File: src/rtl/core/nsp_pkg.sv
package nsp_pkg;

   // defaults for the top-level parameters
   localparam int DEF_MAX_LINE_CHARS  = 255;
   localparam int DEF_FRACTION_DIGITS = 5;

   // field widths
   localparam int INT_W  = 20;
   localparam int DEG_W  = 14;
   localparam int MIN_W  = 7;
   localparam int HDOP_W = 14;

   // number limits
   localparam logic [INT_W-1:0]  INT_CAP   = 20'd999999;
   localparam logic [DEG_W-1:0]  DEG_MAX   = 14'd9999;
   localparam logic [HDOP_W-1:0] HDOP_CAP  = 14'd9999;
   localparam logic [HDOP_W-1:0] HDOP_ZERO = 14'd100;
   localparam logic [31:0]       DEG_CAP   = 32'd1800000000;
   localparam int                E7        = 10000000;

   // characters
   localparam logic [7:0] CH_DOLLAR = 8'h24;
   localparam logic [7:0] CH_G      = 8'h47;
   localparam logic [7:0] CH_STAR   = 8'h2A;
   localparam logic [7:0] CH_COMMA  = 8'h2C;
   localparam logic [7:0] CH_DOT    = 8'h2E;
   localparam logic [7:0] CH_S      = 8'h53;
   localparam logic [7:0] CH_W      = 8'h57;
   localparam logic [7:0] CH_LS     = 8'h73;
   localparam logic [7:0] CH_LW     = 8'h77;

   // sentence kinds
   typedef enum logic [1:0] {
      KIND_NONE = 2'd0,
      KIND_GGA  = 2'd1,
      KIND_RMC  = 2'd2,
      KIND_GSV  = 2'd3
   } kind_type;

   // sentence names, indexed [kind - 1][character]
   localparam logic [7:0] KIND_NAMES [3][3] = '{
      '{8'h47, 8'h47, 8'h41},
      '{8'h52, 8'h4D, 8'h43},
      '{8'h47, 8'h53, 8'h56}
   };

   // field numbers
   localparam logic [3:0] GGA_LAT  = 4'd2;
   localparam logic [3:0] GGA_NS   = 4'd3;
   localparam logic [3:0] GGA_LON  = 4'd4;
   localparam logic [3:0] GGA_EW   = 4'd5;
   localparam logic [3:0] GGA_FIX  = 4'd6;
   localparam logic [3:0] GGA_HDOP = 4'd8;
   localparam logic [3:0] RMC_TIME = 4'd1;
   localparam logic [3:0] RMC_LAT  = 4'd3;
   localparam logic [3:0] RMC_NS   = 4'd4;
   localparam logic [3:0] RMC_LON  = 4'd5;
   localparam logic [3:0] RMC_EW   = 4'd6;
   localparam logic [3:0] RMC_DATE = 4'd9;
   localparam logic [3:0] FIELD_COUNT = 4'd10;

   typedef struct packed {
      logic [7:0] char_byte;
      logic       end_of_line;
   } req_type;

   typedef struct packed {
      logic [1:0]        sentence_kind;
      logic              accepted;
      logic              checksum_ok;
      logic              position_valid;
      logic signed [31:0] latitude;
      logic signed [31:0] longitude;
      logic [HDOP_W-1:0] hdop;
      logic              time_valid;
      logic [INT_W-1:0]  time_of_day;
      logic [INT_W-1:0]  date_value;
   } rsp_type;

   // ten to the n
   function automatic logic [31:0] pow10(input logic [2:0] n);
      logic [31:0] r;
      r = 32'd1;
      for (int i = 0; i < 7; i++) begin
         if (3'(i) < n) begin
            r = r * 32'd10;
         end
      end
      return r;
   endfunction

endpackage

File: src/rtl/core/nsp_coord.sv
module nsp_coord #(
   parameter int FRACTION_DIGITS = nsp_pkg::DEF_FRACTION_DIGITS
) (
   input  logic                               clock,
   input  logic                               advance,
   input  logic                               neg,
   input  logic [nsp_pkg::DEG_W-1:0]          deg,
   input  logic [nsp_pkg::MIN_W-1:0]          mins,
   input  logic [$clog2(10**FRACTION_DIGITS)-1:0] frac,
   output logic signed [31:0]                 mag
);

   localparam int SCALE   = 10**FRACTION_DIGITS;
   localparam int KMUL    = 10**(7 - FRACTION_DIGITS);
   // ceil(2^32 / 15), exact for quotients of values below 2^28
   localparam logic [56:0] RECIP15 = 57'd286331154;

   logic [29:0] m_ff;
   logic [36:0] dege_ff, dege2_ff, dege3_ff;
   logic [27:0] y_ff;
   logic [24:0] q_ff;
   logic        neg_ff, neg2_ff, neg3_ff;
   logic [29:0] x;
   logic [56:0] p;
   logic [36:0] sum;
   logic [31:0] magc;

   // minutes scaled, degrees scaled
   // then minutes times 1e7/scale, divided by 60 as (x/4)/15
   assign x    = m_ff * 30'(KMUL);
   assign p    = 57'(y_ff) * RECIP15;
   assign sum  = dege3_ff + 37'(q_ff);
   assign magc = (sum > 37'(nsp_pkg::DEG_CAP)) ? nsp_pkg::DEG_CAP : sum[31:0];

   always_ff @(posedge clock) begin
      if (advance) begin
         m_ff     <= 30'(mins) * 30'(SCALE) + 30'(frac);
         dege_ff  <= 37'(deg) * 37'(nsp_pkg::E7);
         neg_ff   <= neg;
         y_ff     <= x[29:2];
         dege2_ff <= dege_ff;
         neg2_ff  <= neg_ff;
         q_ff     <= p[56:32];
         dege3_ff <= dege2_ff;
         neg3_ff  <= neg2_ff;
         mag      <= neg3_ff ? -$signed(magc) : $signed(magc);
      end
   end

endmodule

File: src/rtl/core/nmea_sentence_parser.sv
// NMEA line parser: one character item accepted per cycle, no gaps needed.
// A line's result passes through the input register, the parse stage and
// four coordinate conversion stages after its end-of-line item is accepted.
// Throughput: 1 item per cycle; only a held result with rsp_ready low stalls.
// Reset (synchronous, active high) clears the pipeline and line state.
module nmea_sentence_parser #(
   parameter int MAX_LINE_CHARS  = nsp_pkg::DEF_MAX_LINE_CHARS,
   parameter int FRACTION_DIGITS = nsp_pkg::DEF_FRACTION_DIGITS
) (
   input  logic             clock,
   input  logic             reset,
   input  logic             req_valid,
   output logic             req_ready,
   input  nsp_pkg::req_type req_data,
   output logic             rsp_valid,
   input  logic             rsp_ready,
   output nsp_pkg::rsp_type rsp_data
);

   localparam int POS_W  = $clog2(MAX_LINE_CHARS + 1);
   localparam int FRAC_W = $clog2(10**FRACTION_DIGITS);
   localparam int INT_W  = nsp_pkg::INT_W;
   localparam int DEG_W  = nsp_pkg::DEG_W;
   localparam int MIN_W  = nsp_pkg::MIN_W;
   localparam int HDOP_W = nsp_pkg::HDOP_W;

   typedef enum logic [1:0] {FS_INT, FS_FRAC, FS_END} fstage_type;

   logic advance;

   // input register
   logic             in_v_ff;
   nsp_pkg::req_type in_d_ff;

   // line state
   logic [POS_W-1:0]  pos_ff, pos_in;
   logic              cut_ff, cut_in;
   logic [7:0]        xor_ff, xor_in;
   logic              star_ff, star_in;
   logic [7:0]        rsum_ff, rsum_in;
   logic [1:0]        scnt_ff, scnt_in;
   logic              sbad_ff, sbad_in;
   logic              prefix_ff, prefix_in;
   logic [2:0]        kmatch_ff, kmatch_in;
   nsp_pkg::kind_type kind_ff, kind_in;
   logic [3:0]        comma_ff, comma_in;
   logic [9:0]        flags_ff, flags_in;
   logic [1:0]        hemi_ff, hemi_in;
   logic [DEG_W-1:0]  lat_deg_ff, lat_deg_in, lon_deg_ff, lon_deg_in;
   logic [MIN_W-1:0]  lat_min_ff, lat_min_in, lon_min_ff, lon_min_in;
   logic [FRAC_W-1:0] lat_frac_ff, lat_frac_in, lon_frac_ff, lon_frac_in;
   logic [HDOP_W-1:0] hdop_ff, hdop_in;
   logic [INT_W-1:0]  time_ff, time_in, date_ff, date_in;

   // field being received
   logic              fnon_ff, fnon_in;
   logic [7:0]        ffirst_ff, ffirst_in;
   fstage_type        fstage_ff, fstage_in;
   logic [INT_W-1:0]  fint_ff, fint_in;
   logic [DEG_W-1:0]  fdeg_ff, fdeg_in;
   logic [3:0]        fmt_ff, fmt_in, fmo_ff, fmo_in;
   logic [FRAC_W-1:0] ffrac_ff, ffrac_in;
   logic [2:0]        fcnt_ff, fcnt_in;
   logic [6:0]        fhund_ff, fhund_in;
   logic [1:0]        fhn_ff, fhn_in;

   // snapshot taken at end of line
   logic              snap_v;
   nsp_pkg::rsp_type  snap;
   logic              snap_lat_neg, snap_lon_neg;
   logic [DEG_W-1:0]  snap_lat_deg, snap_lon_deg;
   logic [MIN_W-1:0]  snap_lat_min, snap_lon_min;
   logic [FRAC_W-1:0] snap_lat_frac, snap_lon_frac;

   logic              c_lat_neg_ff, c_lon_neg_ff;
   logic [DEG_W-1:0]  c_lat_deg_ff, c_lon_deg_ff;
   logic [MIN_W-1:0]  c_lat_min_ff, c_lon_min_ff;
   logic [FRAC_W-1:0] c_lat_frac_ff, c_lon_frac_ff;

   logic [4:0]       vld_ff;
   nsp_pkg::rsp_type side_ff [5];
   logic signed [31:0] lat_mag, lon_mag;

   assign advance   = !vld_ff[4] || rsp_ready;
   assign req_ready = advance;

   // parse one character
   always_comb begin
      logic [7:0]  c;
      logic        dgt;
      logic [3:0]  dv;
      logic        hex_ok;
      logic [3:0]  hexv;
      logic [2:0]  km;
      logic [1:0]  idx;
      logic        negc;
      logic [23:0] t;
      logic [26:0] h;
      logic        ck;
      logic        pv;
      logic        tv;
      nsp_pkg::kind_type kd;

      c      = in_d_ff.char_byte;
      dgt    = (c >= 8'h30) && (c <= 8'h39);
      dv     = c[3:0];
      hex_ok = 1'b0;
      hexv   = 4'd0;
      km     = 3'd0;
      idx    = 2'd0;
      negc   = (ffirst_ff == nsp_pkg::CH_S) || (ffirst_ff == nsp_pkg::CH_LS) ||
               (ffirst_ff == nsp_pkg::CH_W) || (ffirst_ff == nsp_pkg::CH_LW);
      t      = 24'd0;
      h      = 27'd0;
      ck     = 1'b0;
      pv     = 1'b0;
      tv     = 1'b0;
      kd     = nsp_pkg::KIND_NONE;

      pos_in = pos_ff;       cut_in = cut_ff;       xor_in = xor_ff;
      star_in = star_ff;     rsum_in = rsum_ff;     scnt_in = scnt_ff;
      sbad_in = sbad_ff;     prefix_in = prefix_ff; kmatch_in = kmatch_ff;
      kind_in = kind_ff;     comma_in = comma_ff;   flags_in = flags_ff;
      hemi_in = hemi_ff;
      lat_deg_in = lat_deg_ff; lat_min_in = lat_min_ff; lat_frac_in = lat_frac_ff;
      lon_deg_in = lon_deg_ff; lon_min_in = lon_min_ff; lon_frac_in = lon_frac_ff;
      hdop_in = hdop_ff;     time_in = time_ff;     date_in = date_ff;
      fnon_in = fnon_ff;     ffirst_in = ffirst_ff; fstage_in = fstage_ff;
      fint_in = fint_ff;     fdeg_in = fdeg_ff;     fmt_in = fmt_ff;
      fmo_in = fmo_ff;       ffrac_in = ffrac_ff;   fcnt_in = fcnt_ff;
      fhund_in = fhund_ff;   fhn_in = fhn_ff;

      snap_v        = 1'b0;
      snap          = '0;
      snap_lat_neg  = 1'b0; snap_lon_neg  = 1'b0;
      snap_lat_deg  = '0;   snap_lon_deg  = '0;
      snap_lat_min  = '0;   snap_lon_min  = '0;
      snap_lat_frac = '0;   snap_lon_frac = '0;

      // checksum digit decode
      if (dgt) begin
         hex_ok = 1'b1;
         hexv   = dv;
      end else if ((c >= 8'h61 && c <= 8'h66) || (c >= 8'h41 && c <= 8'h46)) begin
         hex_ok = 1'b1;
         hexv   = c[3:0] + 4'd9;
      end

      if (in_v_ff) begin
         if (!cut_ff && (pos_ff < POS_W'(MAX_LINE_CHARS))) begin
            if (c == 8'h00) begin
               cut_in = 1'b1;
            end else begin
               pos_in = pos_ff + POS_W'(1);

               // prefix check
               if (pos_ff == POS_W'(0)) begin
                  prefix_in = (c == nsp_pkg::CH_DOLLAR);
               end
               if (pos_ff == POS_W'(1)) begin
                  prefix_in = prefix_ff && (c == nsp_pkg::CH_G);
               end

               // running checksum and received digits
               if (pos_ff != POS_W'(0)) begin
                  if (!star_ff) begin
                     if (c == nsp_pkg::CH_STAR) begin
                        star_in = 1'b1;
                     end else begin
                        xor_in = xor_ff ^ c;
                     end
                  end else if (scnt_ff < 2'd2) begin
                     if (!hex_ok) begin
                        sbad_in = 1'b1;
                     end else begin
                        rsum_in = {rsum_ff[3:0], hexv};
                     end
                     scnt_in = scnt_ff + 2'd1;
                  end
               end

               // sentence name match
               if ((pos_ff >= POS_W'(3)) && (pos_ff <= POS_W'(5))) begin
                  km  = (pos_ff == POS_W'(3)) ? 3'b111 : kmatch_ff;
                  idx = 2'(pos_ff - POS_W'(3));
                  for (int i = 0; i < 3; i++) begin
                     if (nsp_pkg::KIND_NAMES[i][idx] != c) begin
                        km[i] = 1'b0;
                     end
                  end
                  kmatch_in = km;
                  if (pos_ff == POS_W'(5)) begin
                     kind_in = nsp_pkg::KIND_NONE;
                     if (km[0]) kind_in = nsp_pkg::KIND_GGA;
                     if (km[1]) kind_in = nsp_pkg::KIND_RMC;
                     if (km[2]) kind_in = nsp_pkg::KIND_GSV;
                  end
               end

               if (c == nsp_pkg::CH_COMMA) begin
                  // field commit
                  if (comma_ff < nsp_pkg::FIELD_COUNT) begin
                     if (fnon_ff) flags_in[comma_ff] = 1'b1;
                     h = 27'(fhn_ff == 2'd1 ? 7'(fhund_ff * 7'd10) : fhund_ff) +
                         27'(fint_ff) * 27'd100;
                     if (kind_ff == nsp_pkg::KIND_GGA) begin
                        if (comma_ff == nsp_pkg::GGA_LAT) begin
                           lat_deg_in  = fdeg_ff;
                           lat_min_in  = 7'(fmt_ff * 7'd10) + 7'(fmo_ff);
                           lat_frac_in = ffrac_ff;
                        end
                        if (comma_ff == nsp_pkg::GGA_NS && negc) hemi_in[0] = 1'b1;
                        if (comma_ff == nsp_pkg::GGA_LON) begin
                           lon_deg_in  = fdeg_ff;
                           lon_min_in  = 7'(fmt_ff * 7'd10) + 7'(fmo_ff);
                           lon_frac_in = ffrac_ff;
                        end
                        if (comma_ff == nsp_pkg::GGA_EW && negc) hemi_in[1] = 1'b1;
                        if (comma_ff == nsp_pkg::GGA_FIX) begin
                           flags_in[6] = fnon_ff && (ffirst_ff >= 8'h31) &&
                                         (ffirst_ff <= 8'h33);
                        end
                        if (comma_ff == nsp_pkg::GGA_HDOP) begin
                           hdop_in = (h > 27'(nsp_pkg::HDOP_CAP)) ? nsp_pkg::HDOP_CAP
                                                                  : h[HDOP_W-1:0];
                        end
                     end else if (kind_ff == nsp_pkg::KIND_RMC) begin
                        if (comma_ff == nsp_pkg::RMC_TIME) time_in = fint_ff;
                        if (comma_ff == nsp_pkg::RMC_LAT) begin
                           lat_deg_in  = fdeg_ff;
                           lat_min_in  = 7'(fmt_ff * 7'd10) + 7'(fmo_ff);
                           lat_frac_in = ffrac_ff;
                        end
                        if (comma_ff == nsp_pkg::RMC_NS && negc) hemi_in[0] = 1'b1;
                        if (comma_ff == nsp_pkg::RMC_LON) begin
                           lon_deg_in  = fdeg_ff;
                           lon_min_in  = 7'(fmt_ff * 7'd10) + 7'(fmo_ff);
                           lon_frac_in = ffrac_ff;
                        end
                        if (comma_ff == nsp_pkg::RMC_EW && negc) hemi_in[1] = 1'b1;
                        if (comma_ff == nsp_pkg::RMC_DATE) date_in = fint_ff;
                     end
                  end
                  if (comma_ff != 4'd15) comma_in = comma_ff + 4'd1;
                  // field clear
                  fnon_in = 1'b0;  ffirst_in = 8'd0; fstage_in = FS_INT;
                  fint_in = '0;    fdeg_in = '0;     fmt_in = 4'd0;
                  fmo_in = 4'd0;   ffrac_in = '0;    fcnt_in = 3'd0;
                  fhund_in = 7'd0; fhn_in = 2'd0;
               end else begin
                  // field character
                  if (!fnon_ff) ffirst_in = c;
                  fnon_in = 1'b1;
                  case (fstage_ff)
                     FS_INT: begin
                        if (dgt) begin
                           t = 24'(fint_ff) * 24'd10 + 24'(dv);
                           if (t > 24'(nsp_pkg::INT_CAP)) begin
                              fint_in = nsp_pkg::INT_CAP;
                              fdeg_in = nsp_pkg::DEG_MAX;
                              fmt_in  = 4'd9;
                              fmo_in  = 4'd9;
                           end else begin
                              fint_in = t[INT_W-1:0];
                              fdeg_in = DEG_W'(fdeg_ff * 14'd10) + DEG_W'(fmt_ff);
                              fmt_in  = fmo_ff;
                              fmo_in  = dv;
                           end
                        end else begin
                           fstage_in = (c == nsp_pkg::CH_DOT) ? FS_FRAC : FS_END;
                        end
                     end
                     FS_FRAC: begin
                        if (dgt) begin
                           if (fcnt_ff < 3'(FRACTION_DIGITS)) begin
                              ffrac_in = ffrac_ff + FRAC_W'(32'(dv) *
                                 nsp_pkg::pow10(3'(FRACTION_DIGITS - 1) - fcnt_ff));
                              fcnt_in  = fcnt_ff + 3'd1;
                           end
                           if (fhn_ff < 2'd2) begin
                              fhund_in = 7'(fhund_ff * 7'd10) + 7'(dv);
                              fhn_in   = fhn_ff + 2'd1;
                           end
                        end else begin
                           fstage_in = FS_END;
                        end
                     end
                     default: begin
                        fstage_in = FS_END;
                     end
                  endcase
               end
            end
         end

         // end of line: form the result and restart
         if (in_d_ff.end_of_line) begin
            ck = prefix_in && star_in && (scnt_in == 2'd2) && !sbad_in &&
                 (rsum_in == xor_in);
            kd = ck ? kind_in : nsp_pkg::KIND_NONE;
            if (kd == nsp_pkg::KIND_GGA) begin
               pv = flags_in[2] && flags_in[3] && flags_in[4] && flags_in[5] &&
                    flags_in[6] && flags_in[8];
            end
            if (kd == nsp_pkg::KIND_RMC) begin
               pv = flags_in[3] && flags_in[4] && flags_in[5] && flags_in[6];
               tv = flags_in[1] && flags_in[9];
            end
            snap_v              = 1'b1;
            snap.sentence_kind  = kd;
            snap.accepted       = (kd != nsp_pkg::KIND_NONE);
            snap.checksum_ok    = ck;
            snap.position_valid = pv;
            if (pv && kd == nsp_pkg::KIND_GGA) begin
               snap.hdop = (hdop_in == '0) ? nsp_pkg::HDOP_ZERO : hdop_in;
            end
            snap.time_valid = tv;
            if (tv) begin
               snap.time_of_day = time_in;
               snap.date_value  = date_in;
            end
            if (pv) begin
               snap_lat_neg  = hemi_in[0];  snap_lon_neg  = hemi_in[1];
               snap_lat_deg  = lat_deg_in;  snap_lon_deg  = lon_deg_in;
               snap_lat_min  = lat_min_in;  snap_lon_min  = lon_min_in;
               snap_lat_frac = lat_frac_in; snap_lon_frac = lon_frac_in;
            end

            pos_in = '0;     cut_in = 1'b0;   xor_in = 8'd0;   star_in = 1'b0;
            rsum_in = 8'd0;  scnt_in = 2'd0;  sbad_in = 1'b0;  prefix_in = 1'b0;
            kmatch_in = 3'd0; kind_in = nsp_pkg::KIND_NONE;
            comma_in = 4'd0; flags_in = 10'd0; hemi_in = 2'd0;
            lat_deg_in = '0; lat_min_in = '0; lat_frac_in = '0;
            lon_deg_in = '0; lon_min_in = '0; lon_frac_in = '0;
            hdop_in = '0;    time_in = '0;    date_in = '0;
            fnon_in = 1'b0;  ffirst_in = 8'd0; fstage_in = FS_INT;
            fint_in = '0;    fdeg_in = '0;    fmt_in = 4'd0;   fmo_in = 4'd0;
            ffrac_in = '0;   fcnt_in = 3'd0;  fhund_in = 7'd0; fhn_in = 2'd0;
         end
      end
   end

   // control and line state
   always_ff @(posedge clock) begin
      if (reset) begin
         in_v_ff <= 1'b0;
         vld_ff  <= 5'd0;
         pos_ff <= '0;     cut_ff <= 1'b0;   xor_ff <= 8'd0;   star_ff <= 1'b0;
         rsum_ff <= 8'd0;  scnt_ff <= 2'd0;  sbad_ff <= 1'b0;  prefix_ff <= 1'b0;
         kmatch_ff <= 3'd0; kind_ff <= nsp_pkg::KIND_NONE;
         comma_ff <= 4'd0; flags_ff <= 10'd0; hemi_ff <= 2'd0;
         lat_deg_ff <= '0; lat_min_ff <= '0; lat_frac_ff <= '0;
         lon_deg_ff <= '0; lon_min_ff <= '0; lon_frac_ff <= '0;
         hdop_ff <= '0;    time_ff <= '0;    date_ff <= '0;
         fnon_ff <= 1'b0;  ffirst_ff <= 8'd0; fstage_ff <= FS_INT;
         fint_ff <= '0;    fdeg_ff <= '0;    fmt_ff <= 4'd0;   fmo_ff <= 4'd0;
         ffrac_ff <= '0;   fcnt_ff <= 3'd0;  fhund_ff <= 7'd0; fhn_ff <= 2'd0;
      end else if (advance) begin
         in_v_ff <= req_valid;
         vld_ff  <= {vld_ff[3:0], snap_v};
         pos_ff <= pos_in;     cut_ff <= cut_in;     xor_ff <= xor_in;
         star_ff <= star_in;   rsum_ff <= rsum_in;   scnt_ff <= scnt_in;
         sbad_ff <= sbad_in;   prefix_ff <= prefix_in; kmatch_ff <= kmatch_in;
         kind_ff <= kind_in;   comma_ff <= comma_in; flags_ff <= flags_in;
         hemi_ff <= hemi_in;
         lat_deg_ff <= lat_deg_in; lat_min_ff <= lat_min_in; lat_frac_ff <= lat_frac_in;
         lon_deg_ff <= lon_deg_in; lon_min_ff <= lon_min_in; lon_frac_ff <= lon_frac_in;
         hdop_ff <= hdop_in;   time_ff <= time_in;   date_ff <= date_in;
         fnon_ff <= fnon_in;   ffirst_ff <= ffirst_in; fstage_ff <= fstage_in;
         fint_ff <= fint_in;   fdeg_ff <= fdeg_in;   fmt_ff <= fmt_in;
         fmo_ff <= fmo_in;     ffrac_ff <= ffrac_in; fcnt_ff <= fcnt_in;
         fhund_ff <= fhund_in; fhn_ff <= fhn_in;
      end
   end

   // payload registers
   always_ff @(posedge clock) begin
      if (advance) begin
         in_d_ff       <= req_data;
         side_ff[0]    <= snap;
         for (int i = 1; i < 5; i++) begin
            side_ff[i] <= side_ff[i-1];
         end
         c_lat_neg_ff  <= snap_lat_neg;  c_lon_neg_ff  <= snap_lon_neg;
         c_lat_deg_ff  <= snap_lat_deg;  c_lon_deg_ff  <= snap_lon_deg;
         c_lat_min_ff  <= snap_lat_min;  c_lon_min_ff  <= snap_lon_min;
         c_lat_frac_ff <= snap_lat_frac; c_lon_frac_ff <= snap_lon_frac;
      end
   end

   // coordinate conversion
   nsp_coord #(.FRACTION_DIGITS(FRACTION_DIGITS)) u_lat (
      .clock   (clock),
      .advance (advance),
      .neg     (c_lat_neg_ff),
      .deg     (c_lat_deg_ff),
      .mins    (c_lat_min_ff),
      .frac    (c_lat_frac_ff),
      .mag     (lat_mag)
   );

   nsp_coord #(.FRACTION_DIGITS(FRACTION_DIGITS)) u_lon (
      .clock   (clock),
      .advance (advance),
      .neg     (c_lon_neg_ff),
      .deg     (c_lon_deg_ff),
      .mins    (c_lon_min_ff),
      .frac    (c_lon_frac_ff),
      .mag     (lon_mag)
   );

   // result
   assign rsp_valid = vld_ff[4];
   always_comb begin
      rsp_data           = side_ff[4];
      rsp_data.latitude  = lat_mag;
      rsp_data.longitude = lon_mag;
   end

endmodule
File: config.mk
export PLATFORM = sky130hd
export DESIGN_NAME = nmea_sentence_parser
export DESIGN_NICKNAME = d
export VERILOG_FILES = /design/src/rtl/core/nsp_pkg.sv /design/src/rtl/core/nsp_coord.sv /design/src/rtl/core/nmea_sentence_parser.sv
export SDC_FILE = /design/constraint.sdc
export NUM_CORES = 2
export LEC_CHECK = 0
export BUFFER_PORTS_ARGS = -buffer_cell sky130_fd_sc_hd__buf_2
export CAP_MARGIN = 5
export CORE_MARGIN = 10
export CORE_UTILIZATION = 40
export CTS_CLUSTER_DIAMETER = 60
export DETAILED_ROUTE_END_ITERATION = 12
export PLACE_DENSITY = 0.6
export SETUP_SLACK_MARGIN = 0.1
export SLEW_MARGIN = 15
export SYNTH_ARGS = -nofsm -noshare
export SYNTH_HDL_FRONTEND = slang
export SYNTH_SLANG_ARGS = --single-unit
File: constraint.sdc
create_clock -name clock -period 17.7 [get_ports clock]
set_clock_uncertainty 0.1 [all_clocks]
set_input_delay 0 -clock clock [delete_from_list [all_inputs] [get_ports clock]]
set_output_delay 0 -clock clock [all_outputs]
set_load 0.1 [all_outputs]
==> metrics.cfg <==
[run_status]
status=finished, final reports clean

[clocking]
clkTransAtPathRegs_ps=60
clock_sink_count=1059
ctsHtreeMaxLevel=4
worstSkewPairLatency_ps=750
clk_path_buf_depth=3
numCtsBuffers=131
ctsRootBufferMaster=sky130_fd_sc_hd__clkbuf_16
cts_tree=yes
number_of_gates_resized_after_cts=0

[die]
die_area_um2=221000
initial_core_util_pct=40.2
top_level_ports=139
height_of_the_die_um=470
core_region_um2=202000
placementRows=165
dieWidth_um=470

[pwr]
irDropWorstVdd_uv=83.4
power_density_nw_per_um2=69.2
power.leakage_nw=44.2

[sta]
finalHoldViolCount=0
min_period_over_period_pct=66.4
max-slew-margin-rel_pct=24.4
worst_slack_ps=5950
finalSetupTns_ps=0
grt_setup_unrepaired=false
finalSetupViolCount=0
final_period_minus_worst_setup_slack_ps=11750
drv_slew=0
max_clock_freq_mhz=85.1
worstMarginPinSlew_ps=1130

[global_routing]
grt_pass1_vias=55854
grt_max_degree=156
grt_antenna_before_repair=0
global_route_wire_length_before_repair_mm=288
globalRouteOverflowTotal=0
groute.usage.overall_pct=15.5

[worst_setup_path]
critical_path.max_stage_delay_ps=890
critPathArrivalTime_ps=12350
critical_path.slowest_cell=sky130_fd_sc_hd__o41ai_1
r2r_end=ffrac_ff[16]
timing.critical_path.required_ps=18300
critical_path.most_common_cell=sky130_fd_sc_hd__ha_1
reg2regPathDepth=36
worstSetupEndpointType=register
crit_fanout=22
timing.reg2reg.setup_slack_ps=5950
critical_path.startpoint_type=register
critical_path_class=reg -> reg
worst_r2r_startpoint=fcnt_ff[0]

[yosys]
yosysSeqAreaShare_pct=35.9
yosysWarningCount=0
synth_top_flop_cell=sky130_fd_sc_hd__edfxtp_1
synth_top_family_by_area=adder cells
synthXorXnorAreaFrac_pct=4.45
synth_register_bits=1059
compound_gate_fraction_of_synth_area_pct=11.4
post_synth_and_or_nand_nor_area_fraction_pct=10.1
muxShareOfSynthArea_pct=0.483
async_flop_share_pct=0
synth_area_leader_cell=sky130_fd_sc_hd__edfxtp_1
ys_top_cells_by_area=sky130_fd_sc_hd__edfxtp_1, sky130_fd_sc_hd__ha_1, sky130_fd_sc_hd__fa_1
synthesis.instances=7810
synth_enable_flop_cells=793
synth_largest_type_area_fraction_pct=29.4
synth.cell_area_um2=81100
yosys.cell_types.count=100
synth.avg_cell_area_um2=10.4
post_synth_adder_cell_area_pct=30.6

[placed_design]
dp.final_hpwl_mm=130
gpl.final_weighted_congestion=0.855
dpl_worst_slack_ps=5890
io_buffers=138
dpl.cell_count=10429
detailed_place.area_um2=84500

[drt]
postRouteWirelength_mm=172
final_antenna_net_count=0
detail_route.drc_violations=0
routed_via_density=5.12
route.detailed.wl_per_inst_um=16.1
via_count=54707
dr.first_iter.drc_count=3659
firstDrtPassIters=6

[hold_path]
holdPathStages=5
worst_hold_path.endpoint=vld_ff[4]
worst_hold_path_type=in -> reg
min-delay-start=rsp_ready

[finish]
antenna_cells_inserted=0
nFillCells=18939
signed_area_change_from_the_synthesized_netlist_to_the_final_layout_pct=9.97
stdcell_count=10695
share_of_post_route_cells_with_drive_strength_above_1_pct=6.13
utilization_pct=44.2
final_cell_area_um2=89200
layout.nets=9636

[job]
drv_cap=0

## sequential cells by signal (all words and copies together) (netlist names), 25 cells and up
signal	flops
u_lon.dege_ff	30
u_lon.q_ff	25
u_lon.m_ff	25
u_lon.mag	32
side_ff	300
u_lat.mag	32
u_lat.dege_ff	30
u_lon.dege2_ff	30
u_lon.y_ff	28
u_lon.dege3_ff	30
u_lat.dege2_ff	30
u_lat.q_ff	25
u_lat.dege3_ff	30
u_lat.y_ff	28
u_lat.m_ff	25
## Yosys cell counts, drive strengths merged (50+ instances only)
cell type,count
or3,50
ha,1244
o21a,66
xnor2,268
nor3,156
nand2b,52
xor2,138
a21o,100
nand3,98
edfxtp,793
a21oi,505
dfxtp,266
a22oi,151
clkbuf,166
buf,86
fa,464
a211oi,59
nor2b,62
o21ai,169
nand2,509
nor2,543
inv,1189
## critical path: cells and delay by family, from the launching register on
kind / cells / cell delay (ps)
AO/OA/AOI/OAI: 7 / 2390
XOR/XNOR: 2 / 520
adder cells (fa/ha/maj): 13 / 5270
buffers and inverters: 4 / 1220
flip-flops: 1 / 310
multiplexers: 1 / 130
AND/OR/NAND/NOR: 9 / 1730
## timing repair
action | in CTS | in global routing
hold buffers | 24 | 0
setup buffers | 0 | 0
hold endpoints to repair | 83 | 0
## cell type report
type | instances | area (um2) | area share, %
inverters | 1192 | 4480 | 5.02
well taps | 2672 | 3340 | 3.75
multi-input cells | 5316 | 46400 | 52.0
clock buffers | 165 | 3570 | 4.00
flip-flops and latches | 1059 | 29100 | 32.7
clock inverters | 76 | 907 | 1.02
repair buffers | 215 | 1370 | 1.53
## placed cells by master, fill, tap and decap left out, types with 24 or more instances in the layout
master                             n
sky130_fd_sc_hd__a211oi_1         59
sky130_fd_sc_hd__a21boi_0         30
sky130_fd_sc_hd__a21o_1          100
sky130_fd_sc_hd__a21oi_1         493
sky130_fd_sc_hd__a22oi_1         151
sky130_fd_sc_hd__a31oi_1          42
sky130_fd_sc_hd__and2_1           41
sky130_fd_sc_hd__and3_1           42
sky130_fd_sc_hd__buf_2           137
sky130_fd_sc_hd__buf_4            51
sky130_fd_sc_hd__clkbuf_16       136
sky130_fd_sc_hd__dfxtp_1         266
sky130_fd_sc_hd__dlygate4sd3_1    24
sky130_fd_sc_hd__edfxtp_1        793
sky130_fd_sc_hd__fa_1            464
sky130_fd_sc_hd__ha_1           1244
sky130_fd_sc_hd__inv_1          1187
sky130_fd_sc_hd__mux2i_1          29
sky130_fd_sc_hd__nand2_1         508
sky130_fd_sc_hd__nand2b_1         52
sky130_fd_sc_hd__nand3_1          97
sky130_fd_sc_hd__nand4_1          36
sky130_fd_sc_hd__nor2_1          538
sky130_fd_sc_hd__nor2b_1          62
sky130_fd_sc_hd__nor3_1          151
sky130_fd_sc_hd__o211ai_1         31
sky130_fd_sc_hd__o21a_1           66
sky130_fd_sc_hd__o21ai_0         157
sky130_fd_sc_hd__o21bai_1         43
sky130_fd_sc_hd__or2_2            25
sky130_fd_sc_hd__or3_1            50
sky130_fd_sc_hd__xnor2_1         267
sky130_fd_sc_hd__xor2_1          138
## cells by family (layout without fill, tap and decap cells)
kind of cell | after synthesis | in the layout
AND/OR/NAND/NOR | 1734 | 1734
adder cells (fa/ha/maj) | 1708 | 1708
buffers and inverters | 1444 | 1648
AO/OA/AOI/OAI | 1418 | 1418
flip-flops | 1059 | 1059
XOR/XNOR | 408 | 408
multiplexers | 38 | 38
other | 1 | 10
## power by group
group	switching (W)	leakage, nW	total, W	internal, W
combinational	0.000489	30.2	0.000710	0.000221
sequential	0.0000362	11.9	0.00274	0.00270
clock	0.00108	2.17	0.00272	0.00164
total	0.00160	44.2	0.00617	0.00457
## stage by stage
stage | total power [W] | hold WS, ps
after floorplan | 0.00335 | -1.13
final | 0.00617 | 114
after detailed placement | 0.00350 | 78.4
after global routing | 0.00645 | 127
after CTS | 0.00626 | 47.7
after global placement | 0.00349 | 78.8
## worst max-delay path by stage
stage,start,end,slack [ps]
after floorplan,vld_ff[4],ffrac_ff[11],1970
after global placement,fcnt_ff[0],ffrac_ff[16],6210
after detailed placement,fcnt_ff[0],ffrac_ff[16],5890
after CTS,fcnt_ff[0],ffrac_ff[16],5860
after global routing,fcnt_ff[0],ffrac_ff[16],5140
final,fcnt_ff[0],ffrac_ff[16],5950
## per-layer routing
metal / up-vias / share of wire (%) / GRT usage, %
met5: - / 0 / 0
met4: 0 / 2.2 / 3.73
met3: 263 / 3.9 / 2.24
met2: 985 / 47 / 26.2
met1: 26234 / 47 / 20.9
li1: 27225 / - / -
No activity file was read; power rests on OpenSTA's default activity.
